<file path="src/rtl/core/pfw_ram.sv">
// Generic single-port-write, single-port-read RAM with registered read data.
// Standalone; no package dependency.
module pfw_ram #(
  parameter int WIDTH = 16,
  parameter int DEPTH = 256
) (
  input  logic                     clk,
  input  logic                     we,
  input  logic [$clog2(DEPTH)-1:0] waddr,
  input  logic [WIDTH-1:0]         wdata,
  input  logic                     re,
  input  logic [$clog2(DEPTH)-1:0] raddr,
  output logic [WIDTH-1:0]         rdata
);

  logic [WIDTH-1:0] mem [DEPTH];

  always_ff @(posedge clk) begin
    if (we) begin
      mem[waddr] <= wdata;
    end
    if (re) begin
      rdata <= mem[raddr];
    end
  end

endmodule

</file>
<file path="config.mk">
export PLATFORM = sky130hd
export DESIGN_NAME = pfw_ram
export DESIGN_NICKNAME = d
export VERILOG_FILES = /design/src/rtl/core/pfw_ram.sv
export SDC_FILE = /design/constraint.sdc
export NUM_CORES = 2
export LEC_CHECK = 0
export BUFFER_PORTS_ARGS = -buffer_cell sky130_fd_sc_hd__buf_2
export CAP_MARGIN = 40
export CORE_ASPECT_RATIO = 0.8
export CORE_UTILIZATION = 30
export CTS_CLUSTER_DIAMETER = 80
export DETAILED_ROUTE_END_ITERATION = 7
export PLACE_DENSITY = 0.56
export SYNTH_ARGS = -nofsm -noshare
export SYNTH_HDL_FRONTEND = slang
export SYNTH_SLANG_ARGS = --single-unit
</file>
<file path="constraint.sdc">
create_clock -name clk -period 4 [get_ports clk]
set_input_delay 0.8 -clock clk [delete_from_list [all_inputs] [get_ports clk]]
set_output_delay 0.8 -clock clk [all_outputs]
set_load 0.02 [all_outputs]
</file>
==> metrics.md <==
| Metric | Value |
|---|---|
| Outcome | `completed` |
| FILL cells | `48000` |
| Final Hold Viols | `0` |
| Number of global-route vias before repair | `79700` |
| Port buffer count | `50` |
| Final std cells w/o fill | `approximately 15000` |
| Cts hold-fix bufs | `0` |
| Clk pin slew, worst setup/hold paths | `0.07 ns` |
| Clock buffer depth | `4` |
| Post-Syn Area per Cell | `approximately 22 µm²` |
| Sequential power share | `0.526` |
| Worst vdd ir | `0.413 mV` |
| R2r setup slk | `roughly 0.83 ns` |
| Worst reg2reg endpoint | `rdata[11]$_DFFE_PP_` |
| Area delta synth->final | `17.0%` |
| Most common cell in the netlist | `edfxtp_1` |
| GRT Total Usage | `0.163` |
| I/O pin count | `51` |
| Clk_skew | `approximately 0.044 ns` |
| Die ar. | `~530000 µm²` |
| Clock Latency Late Sink | `1.01 ns` |
| Worst-margin pin slew | `1.31 ns` |
| Register-to-Register Path Depth | `6` |
| Total power | `roughly 90 mW` |
| Top cells by area, synth | `edfxtp_1, mux4_2, mux2i_1, o221ai_1, nor2_1` |
| Nets | `around 8100` |
| Post-Syn Area | `between 150000 and 200000 µm²` |
| ANT nets after route | `0` |
| Die span in y | `653 µm` |
| Post-DR vias/cell | `approximately 5.2` |
| Synth Flop Type | `edfxtp_1` |
| Initial DRT Pass Iterations | `5` |
| Initial Util | `0.302` |
| Placed wire-length estimate | `282000 µm` |
| Synthesized instance count | `roughly 7400` |
| Reg area | `roughly 120000 µm²` |
| Die Width | `a little over 800 µm` |
| Placed Area | `173000 µm²` |
| Syn nets | `around 7400` |
| Hold_sp | `wdata[12]` |
| Worst slack, placed | `-0.472 ns` |
| Flops & latches, synth | `between 4000 and 5000` |
| DRC | `0` |
| NetSw | `19.6 mW` |
| Core ar. | `526000 µm²` |
| Setup Viol. Count Final | `0` |
| Lkg Pwr | `between 50 and 60 nW` |
| Worst r2r src | `mem[26][11]$_DFFE_PP_` |
| Post-synth top area share | `0.777` |
| Number of synthesized flops with an enable pin | `a little over 4000` |
| Clk sinks | `between 4000 and 5000` |
| Sequential share of the synthesized area | `0.777` |
| Num CTS Buffers | `399` |
| Cell Pwr Density | `between 400 and 500 nW/µm²` |
| Setup ws final | `about 0.46 ns` |
| Clock root buffer | `clkbuf_16` |
| Arrival @ worst endpoint | `between 4 and 5 ns` |
| Worst EP required | `between 4 and 5 ns` |
| Worst Hold Path EP | `mem[187][12]$_DFFE_PP_` |
| Setup crit start kind | `primary input` |
| Inst Count DP | `around 15000` |
| Final-report max-slew violation count | `0` |
| Final min period | `approximately 3.5 ns` |
| CTS tree | `done` |
| RSZ-0062 raised after global routing | `no` |
| Clk pwr share | `0.420` |
| Initial antenna violation count | `47` |
| CP Max Fanout | `43` |
| H-tree depth | `5` |
| Global-route wire length before repair | `approximately 620000 µm` |
| Post-CTS Resized | `0` |
| Gp weighted congestion | `approximately 0.87` |
| Row cnt | `238` |
| Crit path kind | `primary input to register` |
| Routed vias | `80900` |
| Net Sw Frac | `0.217` |
| Share of cells above drive strength 1 | `0.279` |
| Largest net degree at the start of global routing | `154` |
| DRT iter0 DRCs | `11300` |
| Maxcap violations | `0` |
| DRT Wirelength | `around 450000 µm` |
| Multi-input gate area | `~33000 µm²` |
| Finished Cell Area | `approximately 190000 µm²` |
| CP endpoint kind | `register` |
| Final Cycle Share | `0.886` |
| Unique masters post-synth | `a little over 50` |
| Internal | `~71 mW` |
| Yosys top cell by area | `edfxtp_1` |
| WHS Path Cells | `1` |
| Hold WC Path Type | `primary input to register` |
| Post CTS Setup Buffer Count | `0` |
| Synthesis Warnings | `0` |
| Remaining global-route overflow | `0` |
| Slew headroom | `0.129` |
| Fraction of registers with async set/reset | `0` |
| Gate power share | `0.054` |
| Synth cell count leaders | `edfxtp_1, mux4_2, mux2i_1` |
| FMAX | `roughly 280 MHz` |
| Wire per inst | `a little under 30 µm` |
==> power by group through the flow <==
stage	registers (mW)	clock network (mW)	logic [mW]
after floorplan	48.5	0	2.34
after global placement	48.5	0	4.78
after detailed placement	48.5	0	4.87
after CTS	47.6	38.6	4.87
after global routing	47.6	40.1	5.07
final	47.6	38.0	4.87
==> cell type report <==
cell class | count | area share
antenna | 16 | 0.000215
clock inverter | 248 | 0.0142
inverter | 4 | 0.000148
sequential | 4112 | 0.664
clock buffer | 486 | 0.0559
timing repair buffer | 794 | 0.0408
tap | 6960 | 0.0469
multi-input combinational | 2792 | 0.178
==> registers in the layout (all words and copies together) (netlist names) <==
name	cells
rdata	16
mem	4096
==> metal layers <==
layer	GRT usage	vias up	routed length [µm]	share of wire
met2	0.248	3875	201000	0.45
met4	0.0422	6	12100	0.027
met5	0	-	45	0.00010
li1	-	32800	-	-
met1	0.239	43600	194000	0.43
met3	0.0317	610	41500	0.093
==> cells by family (layout without fill, tap and decap cells) <==
logic type,Yosys count,in the layout,synth area share
compound gates,786,786,0.0353
simple gates,556,556,0.0157
other cells,0,16,0
mux,1450,1450,0.155
flops,4112,4112,0.777
buf+inv,456,1532,0.0169
==> per-stage QoR <==
step | utilization | hold slack (ns) | TNS, ns
2_1_floorplan | - | 0.899 | 0
3_3_place_gp | 0.328 | 1.18 | -2.96
3_5_place_dp | 0.328 | 1.17 | -1.82
4_1_cts | 0.353 | 0.195 | 0
5_1_grt | 0.353 | 0.232 | 0
6_report | 0.353 | 0.269 | 0
==> worst max path at each step <==
| stage | start | to | slack (ns) |
|---|---|---|---|
| after floorplan | raddr[0] | rdata[4]$_DFFE_PP_ | 0.95 |
| after global placement | raddr[0] | rdata[0]$_DFFE_PP_ | -0.58 |
| after detailed placement | raddr[0] | rdata[0]$_DFFE_PP_ | -0.47 |
| after CTS | raddr[0] | rdata[0]$_DFFE_PP_ | 0.51 |
| after global routing | raddr[0] | rdata[0]$_DFFE_PP_ | 0.34 |
| final | raddr[0] | rdata[0]$_DFFE_PP_ | 0.46 |
==> critical path, cell delays in order <==
cell	delay [ns]
buf_12	0.15
buf_12	0.19
buf_12	0.29
buf_4	0.37
buf_12	0.34
mux2i_1	0.13
o221ai_1	0.29
o22ai_1	0.14
a22oi_1	0.65
nand3_1	0.46
nor4_1	0.38
==> layout by cell type, fill, tap and decap left out, types with 17 or more instances in the layout <==
cell type   netlist  routed
nor2_2            0      76
a22o_1           32      32
a211oi_1         18      18
clkinvlp_4        0      18
nand4_1          26      26
a221oi_1         28      28
buf_12            5     124
nand2_1          38      37
o22ai_1         148     148
nor3_1           92      90
o21ai_0          37      37
o221ai_1        252     252
a22oi_1          43      43
clkbuf_16         0     403
buf_8            11      18
o32ai_1          20      20
nor2_1          304     227
mux2_2           88      88
a21oi_1         175     175
edfxtp_1       4112    4112
clkbuf_1        230      83
nand3_1          35      26
clkinv_2          0      67
nor4_1           17      17
buf_4            26     610
bufinv_16         0      46
mux4_2          797     797
clkinv_1          0      83
buf_2            76      38
mux2i_1         565     565
Note: power is estimated with default switching activity, not from simulation.
