<file path="config.mk">
export PLATFORM = sky130hd
export DESIGN_NAME = pfw_cfg
export DESIGN_NICKNAME = d
export VERILOG_FILES = /design/src/rtl/core/pfw_pkg.sv /design/src/rtl/core/pfw_cfg.sv
export SDC_FILE = /design/constraint.sdc
export NUM_CORES = 1
export LEC_CHECK = 0
export ABC_CLOCK_PERIOD_IN_PS = 9300
export BUFFER_PORTS_ARGS = -buffer_cell sky130_fd_sc_hd__buf_2
export CAP_MARGIN = 10
export CORE_MARGIN = 2
export CORE_UTILIZATION = 45
export DETAILED_ROUTE_END_ITERATION = 16
export PLACE_DENSITY = 0.63
export SLEW_MARGIN = 20
export SYNTH_ARGS = -nofsm -noshare
export SYNTH_HDL_FRONTEND = slang
export SYNTH_SLANG_ARGS = --single-unit
</file>
<file path="constraint.sdc">
create_clock -name clk -period 9.3 [get_ports clk]
set_input_delay 1.395 -clock clk [delete_from_list [all_inputs] [get_ports clk]]
set_output_delay 1.395 -clock clk [all_outputs]
set_load 0.05 [all_outputs]
</file>
<file path="src/rtl/core/pfw_pkg.sv">
// Shared types, constants and helpers for the packet handle queue.
// Used by every file in rtl/core except pfw_ram; depends on nothing.
package pfw_pkg;

  localparam int QUEUE_DEPTH = 256;
  localparam int HANDLE_W    = 16;
  localparam int IDX_W       = $clog2(QUEUE_DEPTH);
  localparam int CNT_W       = IDX_W + 1;
  localparam int CFG_W       = 9;
  localparam int FRAC_SHIFT  = 8;
  localparam int THR_W       = CFG_W + CNT_W;
  localparam int OPC_W       = 2;
  localparam int ERR_W       = 2;
  localparam int APB_ADDR_W  = 4;
  localparam int APB_DATA_W  = 32;

  localparam logic [CFG_W-1:0] CAPACITY_RST = CFG_W'(256);
  localparam logic [CFG_W-1:0] BLOCK_RST    = CFG_W'(204);
  localparam logic [CFG_W-1:0] CLEAR_RST    = CFG_W'(128);

  typedef logic [IDX_W-1:0] idx_t;
  typedef logic [CNT_W-1:0] cnt_t;

  typedef enum logic [OPC_W-1:0] {
    OP_ENQ  = 2'd0,
    OP_DEQ  = 2'd1,
    OP_PEEK = 2'd2,
    OP_NOP  = 2'd3
  } op_t;

  typedef enum logic [ERR_W-1:0] {
    ERR_OK    = 2'd0,
    ERR_FULL  = 2'd1,
    ERR_EMPTY = 2'd2
  } err_t;

  typedef enum logic [1:0] {
    REG_CAPACITY = 2'd0,
    REG_BLOCK    = 2'd1,
    REG_CLEAR    = 2'd2
  } reg_idx_t;

  // Effective capacity and the two watermark thresholds, already scaled.
  typedef struct packed {
    cnt_t             cap_eff;
    logic [THR_W-1:0] block_thr;
    logic [THR_W-1:0] clear_thr;
  } mark_cfg_t;

  function automatic idx_t ring_next(idx_t i);
    return (i == idx_t'(QUEUE_DEPTH - 1)) ? '0 : i + 1'b1;
  endfunction

endpackage

</file>
<file path="src/rtl/core/pfw_cfg.sv">
// APB register file for capacity and watermarks, plus scaled thresholds.
// Depends on pfw_pkg.
module pfw_cfg (
  input  logic                               clk,
  input  logic                               rst_n,
  input  logic                               psel,
  input  logic                               penable,
  input  logic                               pwrite,
  input  logic [pfw_pkg::APB_ADDR_W-1:0]     paddr,
  input  logic [pfw_pkg::APB_DATA_W-1:0]     pwdata,
  output logic [pfw_pkg::APB_DATA_W-1:0]     prdata,
  output logic                               pready,
  output pfw_pkg::mark_cfg_t                 marks
);

  logic [pfw_pkg::CFG_W-1:0] capacity_r;
  logic [pfw_pkg::CFG_W-1:0] block_r;
  logic [pfw_pkg::CFG_W-1:0] clear_r;
  logic [pfw_pkg::THR_W-1:0] block_thr_r;
  logic [pfw_pkg::THR_W-1:0] clear_thr_r;
  pfw_pkg::cnt_t             cap_eff;
  pfw_pkg::reg_idx_t         reg_sel;
  logic                      wr_en;

  assign pready  = 1'b1;
  assign reg_sel = pfw_pkg::reg_idx_t'(paddr[3:2]);
  assign wr_en   = psel && penable && pwrite;

  always_ff @(posedge clk) begin
    if (!rst_n) begin
      capacity_r <= pfw_pkg::CAPACITY_RST;
      block_r    <= pfw_pkg::BLOCK_RST;
      clear_r    <= pfw_pkg::CLEAR_RST;
    end else if (wr_en) begin
      unique case (reg_sel)
        pfw_pkg::REG_CAPACITY: capacity_r <= pwdata[pfw_pkg::CFG_W-1:0];
        pfw_pkg::REG_BLOCK:    block_r    <= pwdata[pfw_pkg::CFG_W-1:0];
        pfw_pkg::REG_CLEAR:    clear_r    <= pwdata[pfw_pkg::CFG_W-1:0];
        default: ;
      endcase
    end
  end

  always_comb begin
    prdata = '0;
    unique case (reg_sel)
      pfw_pkg::REG_CAPACITY: prdata = pfw_pkg::APB_DATA_W'(capacity_r);
      pfw_pkg::REG_BLOCK:    prdata = pfw_pkg::APB_DATA_W'(block_r);
      pfw_pkg::REG_CLEAR:    prdata = pfw_pkg::APB_DATA_W'(clear_r);
      default:               prdata = '0;
    endcase
  end

  // Clamp capacity into 1..QUEUE_DEPTH.
  always_comb begin
    if (capacity_r == '0) begin
      cap_eff = pfw_pkg::cnt_t'(1);
    end else if (int'(capacity_r) > pfw_pkg::QUEUE_DEPTH) begin
      cap_eff = pfw_pkg::cnt_t'(pfw_pkg::QUEUE_DEPTH);
    end else begin
      cap_eff = pfw_pkg::cnt_t'(capacity_r);
    end
  end

  // Thresholds must only change while idle; the block does not enforce it. One register stage is enough.
  always_ff @(posedge clk) begin
    block_thr_r <= pfw_pkg::THR_W'(block_r) * pfw_pkg::THR_W'(cap_eff);
    clear_thr_r <= pfw_pkg::THR_W'(clear_r) * pfw_pkg::THR_W'(cap_eff);
  end

  assign marks.cap_eff   = cap_eff;
  assign marks.block_thr = block_thr_r;
  assign marks.clear_thr = clear_thr_r;

endmodule

</file>
==> tab_implementation.tex, run 1 <==
\begin{tabular}{lr}
\hline
Metric & Value \\
\hline
\multicolumn{2}{l}{\textbf{Die}} \\
Initial Util & 0.4586 \\
Placeable core region & approximately 16000 µm² \\
Vertical extent of the die & 133.5 µm \\
Total die area & $\sim$18000 µm² \\
Total I/O pin count & 119 \\
Std cell rows & 47 \\
Width of the die & 133.5 µm \\
\multicolumn{2}{l}{\textbf{STA}} \\
Post-route worst setup slack & 3.909 ns \\
Max\_slew headroom & 0.4527 \\
Max Transition Viols Final & 0 \\
Final worst clock skew & 0.008787 ns \\
Maximum frequency from static timing analysis & between 0.15 and 0.2 GHz \\
Setup tns final & 0 ns \\
Hold slack & 0.5420 ns \\
Final Critical Period & 5.391 ns \\
Transition time at the pin with the least slew margin & between 0.8 and 0.9 ns \\
Number of hold-slack violations in the final timing report & 0 \\
Fin crit share & 0.5797 \\
Unrepaired setup endpoints after global routing & no \\
Finish-stage setup viols & 0 \\
\multicolumn{2}{l}{\textbf{Clock network}} \\
CTS tree & built \\
Clk pin slew, worst setup/hold paths & 0.06 ns \\
Sinks on the clock net & 63 \\
\# H-tree levels & 3 \\
Setup Fix Bufs, Post-CTS & 0 \\
Number of buffers between clock root and the deepest sink & 2 \\
Insertion delay of the later-clocked pin in the worst-skew pair & $\sim$0.35 ns \\
Post-CTS Resized & 0 \\
Quantity of hold-fixing buffers added after cts & 0 \\
Clock buffers created by TritonCTS & 9 \\
Cell chosen for the clock root & sky130\_fd\_sc\_hd\_\_clkbuf\_16 \\
\multicolumn{2}{l}{\textbf{Pwr}} \\
Combinational share of power & 0.092 \\
Clk pwr share & 0.549 \\
Switching portion of total power & 0.2507 \\
Leakage & between 4 and 5 nW \\
Cell Pwr Density & 93.17 nW/µm² \\
Sequential share of power & 0.360 \\
Sw Pwr & a little under 0.2 mW \\
IR Drop Worst-Case VDD & 94.73 µV \\
Overall Power & 0.7733 mW \\
Internal power of the cells & roughly 0.58 mW \\
\multicolumn{2}{l}{\textbf{Critical path}} \\
Setup crit end kind & register \\
Capture point of the worst reg-to-reg path & clear\_thr\_r[11] \\
Worst setup SP type & register \\
Depth of the worst register-to-register path & 17 \\
Maximum fanout count along the critical path & 20 \\
Crit path arrival time & 5.68 ns \\
Worst reg2reg startpoint & capacity\_r[8] \\
Type of the worst setup path & register to register \\
Data required time at the worst endpoint & approximately 9.6 ns \\
R2R setup slack & 3.91 ns \\
\multicolumn{2}{l}{\textbf{Finish}} \\
Inserted Diodes & 0 \\
Flip-flop and latch area & 1261 µm² \\
Cell Count, Final, Fillers Out & roughly 1100 \\
Area growth syn-to-layout & 9.925\% \\
Fraction of layout instances using a drive strength above 1 & 0.1176 \\
Final design instance area without fill & between 8000 and 9000 µm² \\
Count of nets after finishing & $\sim$1100 \\
Core occupancy in the finished layout & 0.5041 \\
Total area of multi-input combinational cells & 5463 µm² \\
Filler cell count in the final layout & 1639 \\
\multicolumn{2}{l}{\textbf{Place}} \\
Total instance count after detailed placement & 1114 \\
Global placement routability congestion & 0.8108 \\
Area after detailed placement & a little under 8000 µm² \\
DP Worst Slack & 3.942 ns \\
DP HPWL & 11.37 mm \\
Number of input and output port buffers inserted & between 60 and 70 \\
\multicolumn{2}{l}{\textbf{Hold path}} \\
Destination of the worst hold path & capacity\_r[0] \\
Startpoint of the tightest hold check path & capacity\_r[0] \\
Hold WC Path Type & register to register \\
Worst hold stages & 2 \\
\multicolumn{2}{l}{\textbf{Detailed routing}} \\
Antenna-violating nets left & 0 \\
Average detailed-routed wire length per instance & around 13 µm \\
Number of design rule violations left after detail routing & 0 \\
Vias after detailed routing & 5505 \\
Iteration-0 DRC count of the detailed router & 274 \\
Vias/cell & 4.872 \\
First-pass detailed-route iteration total & 5 \\
Final wirelength & about 15 mm \\
\multicolumn{2}{l}{\textbf{Synth}} \\
Instance count of the mapped netlist & between 800 and 900 \\
Synth area leader & sky130\_fd\_sc\_hd\_\_fa\_1 \\
Mean post-synth cell area & between 8 and 9 µm² \\
Synth warnings & 0 \\
Most area-consuming cells after synthesis & sky130\_fd\_sc\_hd\_\_fa\_1, sky130\_fd\_sc\_hd\_\_dfxtp\_1, sky130\_fd\_sc\_hd\_\_ha\_1 \\
Top cell type's share of synthesized area & 0.2651 \\
Post-synthesis cell area & 7551 µm² \\
Total of flip-flops plus latches after synthesis & 63 \\
Sequential cell area fraction in the yosys report & 0.1670 \\
Count of cell types in the netlist & 54 \\
\multicolumn{2}{l}{\textbf{Global routing}} \\
Total Routing Usage GR & 0.1794 \\
Wire length of the first global-routing pass & 25.81 mm \\
Overflow after GRT & 0 \\
Pin count of the biggest net entering global routing & 28 \\
Number of antenna violations at the first check in global routing & 0 \\
Vias in the first global route & $\sim$5500 \\
\multicolumn{2}{l}{\textbf{Job}} \\
Number of max-cap violations & 0 \\
\multicolumn{2}{l}{\textbf{Run status}} \\
Outcome & complete, no violations \\
\hline
\end{tabular}
==> power groups by stage <==
stage / sequential, mW / clock, mW / combinational (mW)
floorplan: 0.287 / 0 / 0.0612
global placement: 0.284 / 0 / 0.0704
detailed placement: 0.284 / 0 / 0.0704
CTS: 0.278 / 0.437 / 0.0708
global route: 0.279 / 0.451 / 0.0763
finish: 0.278 / 0.424 / 0.0710
==> layer usage <==
layer  share of wire  GRT usage  wire [µm]  vias up
met1            0.49     0.2561       7282     2653
li1                -          -          -     2701
met4           0.019    0.06147        277        0
met3           0.045    0.02778        674       20
met5               0          0          0        -
met2            0.45     0.2781       6604      131
==> synth_stat cells (all sizes together) <==
| cell type | instances |
|---|---|
| a211oi | 3 |
| or3b | 1 |
| nand4b | 1 |
| nand3 | 22 |
| o21bai | 1 |
| and2 | 91 |
| a32oi | 1 |
| nor2b | 24 |
| fa | 100 |
| nor2 | 18 |
| a21boi | 14 |
| o21a | 4 |
| clkbuf | 34 |
| and3 | 1 |
| nand4 | 3 |
| or3 | 1 |
| a221oi | 1 |
| ha | 76 |
| nand3b | 1 |
| nor3b | 4 |
| o211ai | 3 |
| nor4 | 1 |
| nor3 | 7 |
| or4b | 1 |
| a21oi | 15 |
| conb | 2 |
| o31a | 1 |
| inv | 140 |
| a21o | 2 |
| dfxtp | 63 |
| mux2i | 19 |
| xor2 | 4 |
| buf | 39 |
| o221ai | 1 |
| o41ai | 3 |
| and4 | 1 |
| a31oi | 3 |
| or2 | 2 |
| o21ai | 19 |
| or4 | 1 |
| a2111oi | 1 |
| nand2 | 121 |
| xnor2 | 18 |
==> layout by cell type (no fill, tap or decap), types with 2 or more instances in the layout <==
cell	synthesis	final
sky130_fd_sc_hd__conb_1	2	24
sky130_fd_sc_hd__a31oi_1	3	3
sky130_fd_sc_hd__a211oi_1	2	2
sky130_fd_sc_hd__o41ai_2	2	2
sky130_fd_sc_hd__nor2_1	17	17
sky130_fd_sc_hd__xnor2_1	18	18
sky130_fd_sc_hd__nor3b_1	3	3
sky130_fd_sc_hd__xor2_1	4	4
sky130_fd_sc_hd__clkinv_4	0	2
sky130_fd_sc_hd__buf_2	12	69
sky130_fd_sc_hd__clkbuf_16	0	9
sky130_fd_sc_hd__o21ai_0	19	19
sky130_fd_sc_hd__dfxtp_1	63	63
sky130_fd_sc_hd__nand2_1	120	120
sky130_fd_sc_hd__buf_4	24	8
sky130_fd_sc_hd__bufinv_16	0	4
sky130_fd_sc_hd__nor3_1	7	7
sky130_fd_sc_hd__fa_1	100	100
sky130_fd_sc_hd__o21a_1	4	4
sky130_fd_sc_hd__mux2i_1	19	19
sky130_fd_sc_hd__a21oi_2	2	2
sky130_fd_sc_hd__inv_1	140	140
sky130_fd_sc_hd__a21boi_0	13	13
sky130_fd_sc_hd__or2_2	2	2
sky130_fd_sc_hd__a21o_1	2	2
sky130_fd_sc_hd__nor2b_1	24	23
sky130_fd_sc_hd__and2_1	91	91
sky130_fd_sc_hd__ha_1	76	76
sky130_fd_sc_hd__nand3_1	22	22
sky130_fd_sc_hd__nand4_1	3	3
sky130_fd_sc_hd__a21oi_1	13	13
sky130_fd_sc_hd__o211ai_1	2	2
==> sequential cells by signal (all words and copies together), names as in the netlist <==
| register | cells |
|---|---|
| clear_thr_r | 18 |
| clear_r | 9 |
| block_r | 9 |
| capacity_r | 9 |
| block_thr_r | 18 |
==> cell families after synthesis <==
| family | count (synthesis) | synth area share |
|---|---|---|
| xor+xnor | 22 | 0.02552 |
| mux | 19 | 0.02519 |
| other cells | 2 | 0.0009946 |
| simple gates | 301 | 0.2023 |
| fa+ha+maj | 176 | 0.3911 |
| buf+inv | 213 | 0.1208 |
| flops | 63 | 0.1670 |
| compound gates | 72 | 0.06711 |
==> worst max path at each step <==
stage	slack, ns	start	to
after floorplan	4.15	capacity_r[8]	clear_thr_r[11]
after global placement	3.81	capacity_r[8]	clear_thr_r[15]
after detailed placement	3.94	capacity_r[8]	clear_thr_r[11]
after CTS	3.86	capacity_r[8]	clear_thr_r[11]
after global routing	3.59	capacity_r[4]	clear_thr_r[11]
final	3.91	capacity_r[8]	clear_thr_r[11]
==> cell type report <==
class	instances	area share
Clock buffer	9	0.02713
Sequential cell	63	0.1519
Tap cell	220	0.03316
Clock inverter	7	0.01749
Multi-Input combinational cell	614	0.6581
Inverter	140	0.06331
Timing Repair Buffer	77	0.04884
==> worst max-delay path, stage by stage, from the launching register on <==
cell	delay, ns
sky130_fd_sc_hd__dfxtp_1	0.40
sky130_fd_sc_hd__buf_4	0.25
sky130_fd_sc_hd__nor2b_1	0.65
sky130_fd_sc_hd__buf_4	0.30
sky130_fd_sc_hd__nand2_1	0.09
sky130_fd_sc_hd__fa_1	0.54
sky130_fd_sc_hd__fa_1	0.55
sky130_fd_sc_hd__inv_1	0.05
sky130_fd_sc_hd__fa_1	0.47
sky130_fd_sc_hd__inv_1	0.05
sky130_fd_sc_hd__fa_1	0.47
sky130_fd_sc_hd__inv_1	0.04
sky130_fd_sc_hd__ha_1	0.35
sky130_fd_sc_hd__a21oi_2	0.25
sky130_fd_sc_hd__and2_1	0.21
sky130_fd_sc_hd__a21boi_1	0.10
sky130_fd_sc_hd__or4b_1	0.47
sky130_fd_sc_hd__nand3_1	0.09
Power figures use the tool's default switching activity.
==> run 2: changes to the inputs <==
ABC_AREA = 1   (was not set)
ABC_CLOCK_PERIOD_IN_PS = 4400   (was 9300)
PLACE_DENSITY = 0.65   (was 0.63)
clock period = 4.4 ns   (was 9.3 ns; I/O delays follow)
==> run 2 against run 1 <==
Critical path type unchanged. Largest power group unchanged. Die area is 0.32% lower. First-iteration DRC count is 14% higher. Register-to-register slack worse by 3.8 ns. Worst hold slack better by 0.032 ns. Non-clock buffer count is 55 higher. Final area is 11% higher.
==> tab_implementation.tex, run 2 <==
\begin{tabular}{lr}
\hline
Metric & Value \\
\hline
\multicolumn{2}{l}{\textbf{Run status}} \\
Outcome & complete, no violations \\
\multicolumn{2}{l}{\textbf{Synth}} \\
Leading post-synthesis cells by instance count & sky130\_fd\_sc\_hd\_\_inv\_1, sky130\_fd\_sc\_hd\_\_nand2\_1, sky130\_fd\_sc\_hd\_\_nor2\_1, sky130\_fd\_sc\_hd\_\_fa\_1, sky130\_fd\_sc\_hd\_\_ha\_1 \\
Instance count of the mapped netlist & 989 (+14\%) \\
Leading cell type by number of instances after synthesis & sky130\_fd\_sc\_hd\_\_inv\_1 \\
Post-synthesis cell area & 7526 µm² (-0.33\%) \\
Leading register cell type out of synthesis & sky130\_fd\_sc\_hd\_\_dfxtp\_1 \\
Count of cell types in the netlist & 32 (-41\%) \\
Top cell type's share of synthesized area & 0.2660 (+0.0008815) \\
Ys async rst share & 0 (unchanged) \\
Most area-consuming cells after synthesis & sky130\_fd\_sc\_hd\_\_fa\_1, sky130\_fd\_sc\_hd\_\_dfxtp\_1, sky130\_fd\_sc\_hd\_\_ha\_1 \\
Mean post-synth cell area & 7.610 µm² (-13\%) \\
Synth warnings & 0 (unchanged) \\
Sequential cell area fraction in the yosys report & 0.1676 (+0.0005554) \\
Number of enable flip-flop cells after synthesis & 0 (unchanged) \\
Synth area leader & sky130\_fd\_sc\_hd\_\_fa\_1 \\
Total of flip-flops plus latches after synthesis & 63 (unchanged) \\
\multicolumn{2}{l}{\textbf{Die}} \\
Initial Util & 0.4571 (-0.001520) \\
Total I/O pin count & 119 (unchanged) \\
Vertical extent of the die & 133.3 µm (-0.16\%) \\
Total die area & 17770 µm² (-0.32\%) \\
Std cell rows & 47 (unchanged) \\
Width of the die & 133.3 µm (-0.16\%) \\
Placeable core region & 16470 µm² (unchanged) \\
\multicolumn{2}{l}{\textbf{Finish}} \\
Commonest non-fill, non-tap cell in the layout & sky130\_fd\_sc\_hd\_\_inv\_1 \\
Cell Count, Final, Fillers Out & 1338 (+18\%) \\
Most frequent cells in the layout & sky130\_fd\_sc\_hd\_\_inv\_1, sky130\_fd\_sc\_hd\_\_nand2\_1, sky130\_fd\_sc\_hd\_\_fa\_1 \\
Inserted Diodes & 0 (unchanged) \\
Fraction of layout instances using a drive strength above 1 & 0.2451 (+0.1275) \\
Filler cell count in the final layout & 1597 (-2.6\%) \\
Area growth syn-to-layout & 22.83\% \\
Core occupancy in the finished layout & 0.5614 (+0.05729) \\
Count of nets after finishing & 1330 (+19\%) \\
Top Registers & block\_thr\_r: 18 flops, clear\_thr\_r: 18 flops \\
\multicolumn{2}{l}{\textbf{Clock network}} \\
Sinks on the clock net & 63 (unchanged) \\
Number of buffers between clock root and the deepest sink & 2 (unchanged) \\
\# H-tree levels & 3 (unchanged) \\
Clock buffers created by TritonCTS & 9 (unchanged) \\
Insertion delay of the later-clocked pin in the worst-skew pair & 0.36 ns (about the same) \\
Cell chosen for the clock root & sky130\_fd\_sc\_hd\_\_clkbuf\_16 \\
Clk pin slew, worst setup/hold paths & 0.06 ns (about the same) \\
CTS tree & built \\
\multicolumn{2}{l}{\textbf{STA}} \\
Maximum frequency from static timing analysis & 0.2316 GHz (+25\%) \\
Unrepaired setup endpoints after global routing & yes \\
Final worst clock skew & 0.01114 ns (+0.002355 ns) \\
Final Critical Period & 4.319 ns (-1.072 ns) \\
Max Transition Viols Final & 0 (unchanged) \\
Number of hold-slack violations in the final timing report & 0 (unchanged) \\
Finish-stage setup viols & 0 (unchanged) \\
Hold slack & 0.5740 ns (+0.03202 ns) \\
Fin crit share & 0.9815 (+0.4018) \\
\multicolumn{2}{l}{\textbf{Place}} \\
Global placement routability congestion & 0.8925 (+10\%) \\
Total instance count after detailed placement & 1307 (+17\%) \\
DP HPWL & 14.07 mm (+24\%) \\
Number of input and output port buffers inserted & 69 (unchanged) \\
\multicolumn{2}{l}{\textbf{Critical path}} \\
Worst reg2reg startpoint & capacity\_r[7] \\
Endpoint of the worst setup timing path & block\_thr\_r[17] \\
Maximum fanout count along the critical path & 6 (-70\%) \\
Beginning of the critical path & capacity\_r[7] \\
Stages on worst setup path & 23 (+6) \\
Crit-path slowest cell & sky130\_fd\_sc\_hd\_\_fa\_1 \\
Capture point of the worst reg-to-reg path & block\_thr\_r[17] \\
Setup crit end kind & register \\
R2R setup slack & 0.08 ns (-3.83 ns) \\
Cell family contributing the most delay on the critical path & adder cells \\
Most used cell along the critical path & sky130\_fd\_sc\_hd\_\_fa\_1 \\
Crit path arrival time & 4.57 ns (-1.11 ns) \\
Crit path buffers/inverters & 7 (+2) \\
Cell breakdown of the critical path & inv\_2, nand4\_4, nor2\_4, nor2\_8, nor2\_4, buf\_12, buf\_4, nand2\_1, fa\_1, inv\_1, fa\_1, fa\_1, inv\_1, fa\_1, inv\_2, ha\_4, nand2\_2, inv\_2, nand2\_4, nor3\_4, nand2\_2, nand3\_1, nand2\_1 \\
Depth of the worst register-to-register path & 23 (+6) \\
Worst setup SP type & register \\
Data required time at the worst endpoint & 4.65 ns (-4.94 ns) \\
Biggest cell delay along the critical path & 0.49 ns (-0.16 ns) \\
Type of the worst setup path & register to register \\
\multicolumn{2}{l}{\textbf{Global routing}} \\
Overflow after GRT & 0 (unchanged) \\
Pin count of the biggest net entering global routing & 28 (unchanged) \\
Vias in the first global route & 6219 (+13\%) \\
Total Routing Usage GR & 0.2107 (+0.03138) \\
Number of antenna violations at the first check in global routing & 0 (unchanged) \\
Wire length of the first global-routing pass & 29.80 mm (+15\%) \\
\multicolumn{2}{l}{\textbf{Detailed routing}} \\
First-pass detailed-route iteration total & 5 (unchanged) \\
Vias after detailed routing & 6459 (+17\%) \\
Final wirelength & 18.16 mm (+22\%) \\
Vias/cell & 4.827 (-0.91\%) \\
Iteration-0 DRC count of the detailed router & 312 (+14\%) \\
Antenna-violating nets left & 0 (unchanged) \\
Average detailed-routed wire length per instance & 13.57 µm (+3.3\%) \\
Number of design rule violations left after detail routing & 0 (unchanged) \\
\multicolumn{2}{l}{\textbf{Hold path}} \\
Hold WC Path Type & input port to register \\
\multicolumn{2}{l}{\textbf{Pwr}} \\
IR Drop Worst-Case VDD & 200.2 µV (+110\%) \\
Leakage & 5.082 nW (+17\%) \\
Cell Pwr Density & 195.7 nW/µm² (+110\%) \\
\multicolumn{2}{l}{\textbf{Job}} \\
Number of max-cap violations & 0 (unchanged) \\
\hline
\end{tabular}
## run 2: worst min path at each step
stage	endpoint	depth (start not counted)	from	slack, ns
final	block_r[7]	3	pwdata[7]	0.57
after global routing	block_r[7]	3	pwdata[7]	0.59
after CTS	capacity_r[1]	2	capacity_r[1]	0.56
after detailed placement	capacity_r[1]	2	capacity_r[1]	0.55
after global placement	capacity_r[1]	2	capacity_r[1]	0.53
after floorplan	capacity_r[4]	2	capacity_r[4]	0.49
## run 2: cells by family after synthesis
family / Yosys count / share of synthesized area
other: 2 / 0.0009979
adders and majority gates: 176 / 0.3924
AOI/OAI and AO/OA: 76 / 0.05769
and+or+nand+nor: 374 / 0.2048
xor gates and xnor gates: 16 / 0.01862
buffers and inverters: 282 / 0.1579
DFF: 63 / 0.1676
## run 2: repair_timing
item | 4_1_cts | 5_1_grt
setup buffers | 3 | 11
gates resized for setup | 9 | 116
pin swaps | 3 | 57
hold buffers | 0 | 0
endpoints found under the hold margin | 0 | 0
gates cloned | 0 | 1
endpoints found under the setup margin | 2 | 22
## run 2: metrics by stage
stage          cell area (µm²)  total power [mW]  setup slack (ns)  setup TNS (ns)
2_1_floorplan             7620            0.8886          0.006064               0
3_5_place_dp              8327            0.9537          -0.05706        -0.08905
5_1_grt                   9244             1.884           -0.1034         -0.8614
6_report                  9244             1.809           0.08136               0
4_1_cts                   8726             1.785          -0.01934        -0.03890
3_3_place_gp              8327            0.9511           0.02554               0
## run 2: layer usage
metal,share of wire,vias up,GRT usage
li1,-,3148,-
met1,0.45,3092,0.2927
met2,0.48,204,0.3414
met3,0.057,15,0.02702
met4,0.016,0,0.07210
met5,0,-,0
## run 2: power breakdown
| group | leakage, nW | internal [mW] | switching (mW) | total, mW |
|---|---|---|---|---|
| Sequential | 0.512 | 0.591 | 0.0109 | 0.602 |
| Combinational | 4.41 | 0.114 | 0.271 | 0.386 |
| Clock | 0.157 | 0.503 | 0.318 | 0.821 |
## run 2: tightest hold or removal path, cell delays in order
cell,delay (ns)
sky130_fd_sc_hd__buf_2,0.11
sky130_fd_sc_hd__nand2_1,0.05
sky130_fd_sc_hd__o211ai_1,0.06
## run 2: final cells by class
type                            instances  area (µm²)  area share
Clock inverter                          7       102.6     0.01110
Clock buffer                            9       225.2     0.02436
Multi-Input combinational cell        666        5603      0.6061
Timing Repair Buffer                  132       855.8     0.09258
Timing Repair inverter                  1       5.005   0.0005414
Tap cell                              220       275.3     0.02978
Inverter                              240       913.4     0.09881
Sequential cell                        63        1264      0.1367
==> run 3: changes to the inputs <==
CTS_CLUSTER_SIZE = 40   (was not set)
RECOVER_POWER = 50   (was not set)
==> run 3 against run 2 <==
Worst hold slack unchanged. Combinational power about the same. Largest cell class unchanged. Setup slack unchanged.
==> tab_implementation.tex, run 3 (same netlist as run 2, synthesis figures left out) <==
\begin{tabular}{lr}
\hline
Metric & Value \\
\hline
\multicolumn{2}{l}{\textbf{Clock network}} \\
\# H-tree levels & 3 (unchanged) \\
Insertion delay of the later-clocked pin in the worst-skew pair & 0.36 ns (about the same) \\
Clk pin slew, worst setup/hold paths & 0.06 ns (about the same) \\
Cell chosen for the clock root & sky130\_fd\_sc\_hd\_\_clkbuf\_16 \\
Clock buffers created by TritonCTS & 9 (unchanged) \\
CTS tree & built \\
Sinks on the clock net & 63 (unchanged) \\
Number of buffers between clock root and the deepest sink & 2 (unchanged) \\
\multicolumn{2}{l}{\textbf{Critical path}} \\
Setup crit end kind & register \\
Beginning of the critical path & capacity\_r[7] \\
Worst reg2reg startpoint & capacity\_r[7] \\
Capture point of the worst reg-to-reg path & block\_thr\_r[17] \\
Worst setup SP type & register \\
Data required time at the worst endpoint & 4.65 ns (about the same) \\
Endpoint of the worst setup timing path & block\_thr\_r[17] \\
R2R setup slack & 0.08 ns (about the same) \\
Depth of the worst register-to-register path & 23 (unchanged) \\
Crit path arrival time & 4.57 ns (about the same) \\
Type of the worst setup path & register to register \\
Maximum fanout count along the critical path & 6 (unchanged) \\
\multicolumn{2}{l}{\textbf{Hold path}} \\
Hold WC Path Type & input port to register \\
\multicolumn{2}{l}{\textbf{Detailed routing}} \\
Average detailed-routed wire length per instance & 13.57 µm (about the same) \\
First-pass detailed-route iteration total & 5 (unchanged) \\
Antenna-violating nets left & 0 (unchanged) \\
Iteration-0 DRC count of the detailed router & 312 (unchanged) \\
Vias/cell & 4.826 (about the same) \\
Number of design rule violations left after detail routing & 0 (unchanged) \\
Vias after detailed routing & 6457 (-0.031\%) \\
Final wirelength & 18.15 mm (about the same) \\
\multicolumn{2}{l}{\textbf{Finish}} \\
Inserted Diodes & 0 (unchanged) \\
Area growth syn-to-layout & 22.81\% (about the same) \\
Count of nets after finishing & 1330 (unchanged) \\
Fraction of layout instances using a drive strength above 1 & 0.2442 (-0.0008945) \\
Cell Count, Final, Fillers Out & 1338 (unchanged) \\
Most frequent cells in the layout & sky130\_fd\_sc\_hd\_\_inv\_1, sky130\_fd\_sc\_hd\_\_nand2\_1, sky130\_fd\_sc\_hd\_\_fa\_1 \\
Commonest non-fill, non-tap cell in the layout & sky130\_fd\_sc\_hd\_\_inv\_1 \\
Top Registers & block\_thr\_r: 18 flops, clear\_thr\_r: 18 flops \\
\multicolumn{2}{l}{\textbf{STA}} \\
Maximum frequency from static timing analysis & 0.2316 GHz (unchanged) \\
Hold slack & 0.5740 ns (unchanged) \\
Final worst clock skew & 0.01114 ns (+0.0000001000 ns) \\
Post-route worst setup slack & 0.08136 ns (unchanged) \\
Finish-stage setup viols & 0 (unchanged) \\
Unrepaired setup endpoints after global routing & yes \\
Number of hold-slack violations in the final timing report & 0 (unchanged) \\
Max Transition Viols Final & 0 (unchanged) \\
Fin crit share & 0.9815 (unchanged) \\
Final Critical Period & 4.319 ns (unchanged) \\
\multicolumn{2}{l}{\textbf{Die}} \\
Std cell rows & 47 (unchanged) \\
Total die area & 17770 µm² (unchanged) \\
Total I/O pin count & 119 (unchanged) \\
Vertical extent of the die & 133.3 µm (unchanged) \\
Width of the die & 133.3 µm (unchanged) \\
Placeable core region & 16470 µm² (unchanged) \\
Initial Util & 0.4571 (unchanged) \\
\multicolumn{2}{l}{\textbf{Place}} \\
DP Worst Slack & -0.05706 ns (unchanged) \\
Global placement routability congestion & 0.8925 (unchanged) \\
Number of input and output port buffers inserted & 69 (unchanged) \\
DP HPWL & 14.07 mm (unchanged) \\
Total instance count after detailed placement & 1307 (unchanged) \\
\multicolumn{2}{l}{\textbf{Global routing}} \\
Overflow after GRT & 0 (unchanged) \\
Total Routing Usage GR & 0.2107 (unchanged) \\
Number of antenna violations at the first check in global routing & 0 (unchanged) \\
Vias in the first global route & 6219 (unchanged) \\
Pin count of the biggest net entering global routing & 28 (unchanged) \\
Wire length of the first global-routing pass & 29.80 mm (unchanged) \\
\multicolumn{2}{l}{\textbf{Pwr}} \\
Leakage & 5.080 nW (about the same) \\
IR Drop Worst-Case VDD & 200.1 µV (about the same) \\
Cell Pwr Density & 195.7 nW/µm² (about the same) \\
\multicolumn{2}{l}{\textbf{Run status}} \\
Outcome & complete, no violations \\
\multicolumn{2}{l}{\textbf{Job}} \\
Number of max-cap violations & 0 (unchanged) \\
\hline
\end{tabular}
run 3: cell count changes in the layout (fill, tap and decap cells not counted):
cell and change:
sky130_fd_sc_hd__buf_2 -1, sky130_fd_sc_hd__clkbuf_1 +1
run 3: through the flow:
stage	instance area, µm²	TNS, ns	utilization	total power, mW
2_1_floorplan	7620	0	-	0.8886
3_3_place_gp	8327	0	0.5057	0.9511
3_5_place_dp	8327	-0.08905	0.5057	0.9537
4_1_cts	8726	-0.03890	0.5299	1.785
5_1_grt	9243	-0.8614	0.5613	1.884
6_report	9243	0	0.5613	1.809
run 3: layout make-up:
type / count / area [µm²]
Fill cell: 1598 / 7223
Multi-Input combinational cell: 666 / 5603
Sequential cell: 63 / 1264
Inverter: 240 / 913.4
Timing Repair Buffer: 132 / 854.6
Tap cell: 220 / 275.3
Clock buffer: 9 / 225.2
Clock inverter: 7 / 102.6
Timing Repair inverter: 1 / 5.005
run 3: worst max-delay path, cell delays in order (launching register included):
cell and delay [ns]:
sky130_fd_sc_hd__dfxtp_1 0.32, sky130_fd_sc_hd__inv_2 0.08, sky130_fd_sc_hd__nand4_4 0.11, sky130_fd_sc_hd__nor2_4 0.16, sky130_fd_sc_hd__nor2_8 0.10, sky130_fd_sc_hd__nor2_4 0.19
sky130_fd_sc_hd__buf_12 0.14, sky130_fd_sc_hd__buf_4 0.11, sky130_fd_sc_hd__nand2_1 0.06, sky130_fd_sc_hd__fa_1 0.49, sky130_fd_sc_hd__inv_1 0.05, sky130_fd_sc_hd__fa_1 0.46
sky130_fd_sc_hd__fa_1 0.49, sky130_fd_sc_hd__inv_1 0.05, sky130_fd_sc_hd__fa_1 0.49, sky130_fd_sc_hd__inv_2 0.05, sky130_fd_sc_hd__ha_4 0.29, sky130_fd_sc_hd__nand2_2 0.08
sky130_fd_sc_hd__inv_2 0.08, sky130_fd_sc_hd__nand2_4 0.06, sky130_fd_sc_hd__nor3_4 0.16, sky130_fd_sc_hd__nand2_2 0.07, sky130_fd_sc_hd__nand3_1 0.07, sky130_fd_sc_hd__nand2_1 0.05
run 3: layer usage:
layer	vias up	share of wire	track usage
met5	-	0	0
met4	0	0.016	0.07210
met3	15	0.057	0.02702
met2	203	0.47	0.3414
met1	3090	0.45	0.2927
li1	3149	-	-
run 3: report_power, final:
part | switching [mW] | internal, mW
Clock | 0.318 | 0.503
Combinational | 0.271 | 0.114
Sequential | 0.0109 | 0.591
Total | 0.600 | 1.21
run 3: worst min path at each step:
stage,start,to,slack (ns),cells after the start
6_report,pwdata[7],block_r[7],0.57,3
3_5_place_dp,capacity_r[1],capacity_r[1],0.55,2
5_1_grt,pwdata[7],block_r[7],0.59,3
4_1_cts,capacity_r[1],capacity_r[1],0.56,2
2_1_floorplan,capacity_r[4],capacity_r[4],0.49,2
3_3_place_gp,capacity_r[1],capacity_r[1],0.53,2
run 3: repair_timing:
| action | in CTS | in global routing |
|---|---|---|
| buffers inserted | 3 | 11 |
| pin swaps | 3 | 57 |
| cloned | 0 | 1 |
| gates resized for setup | 9 | 116 |
| hold endpoints to repair | 0 | 0 |
| endpoints found under the setup margin | 2 | 22 |
| hold buffers | 0 | 0 |
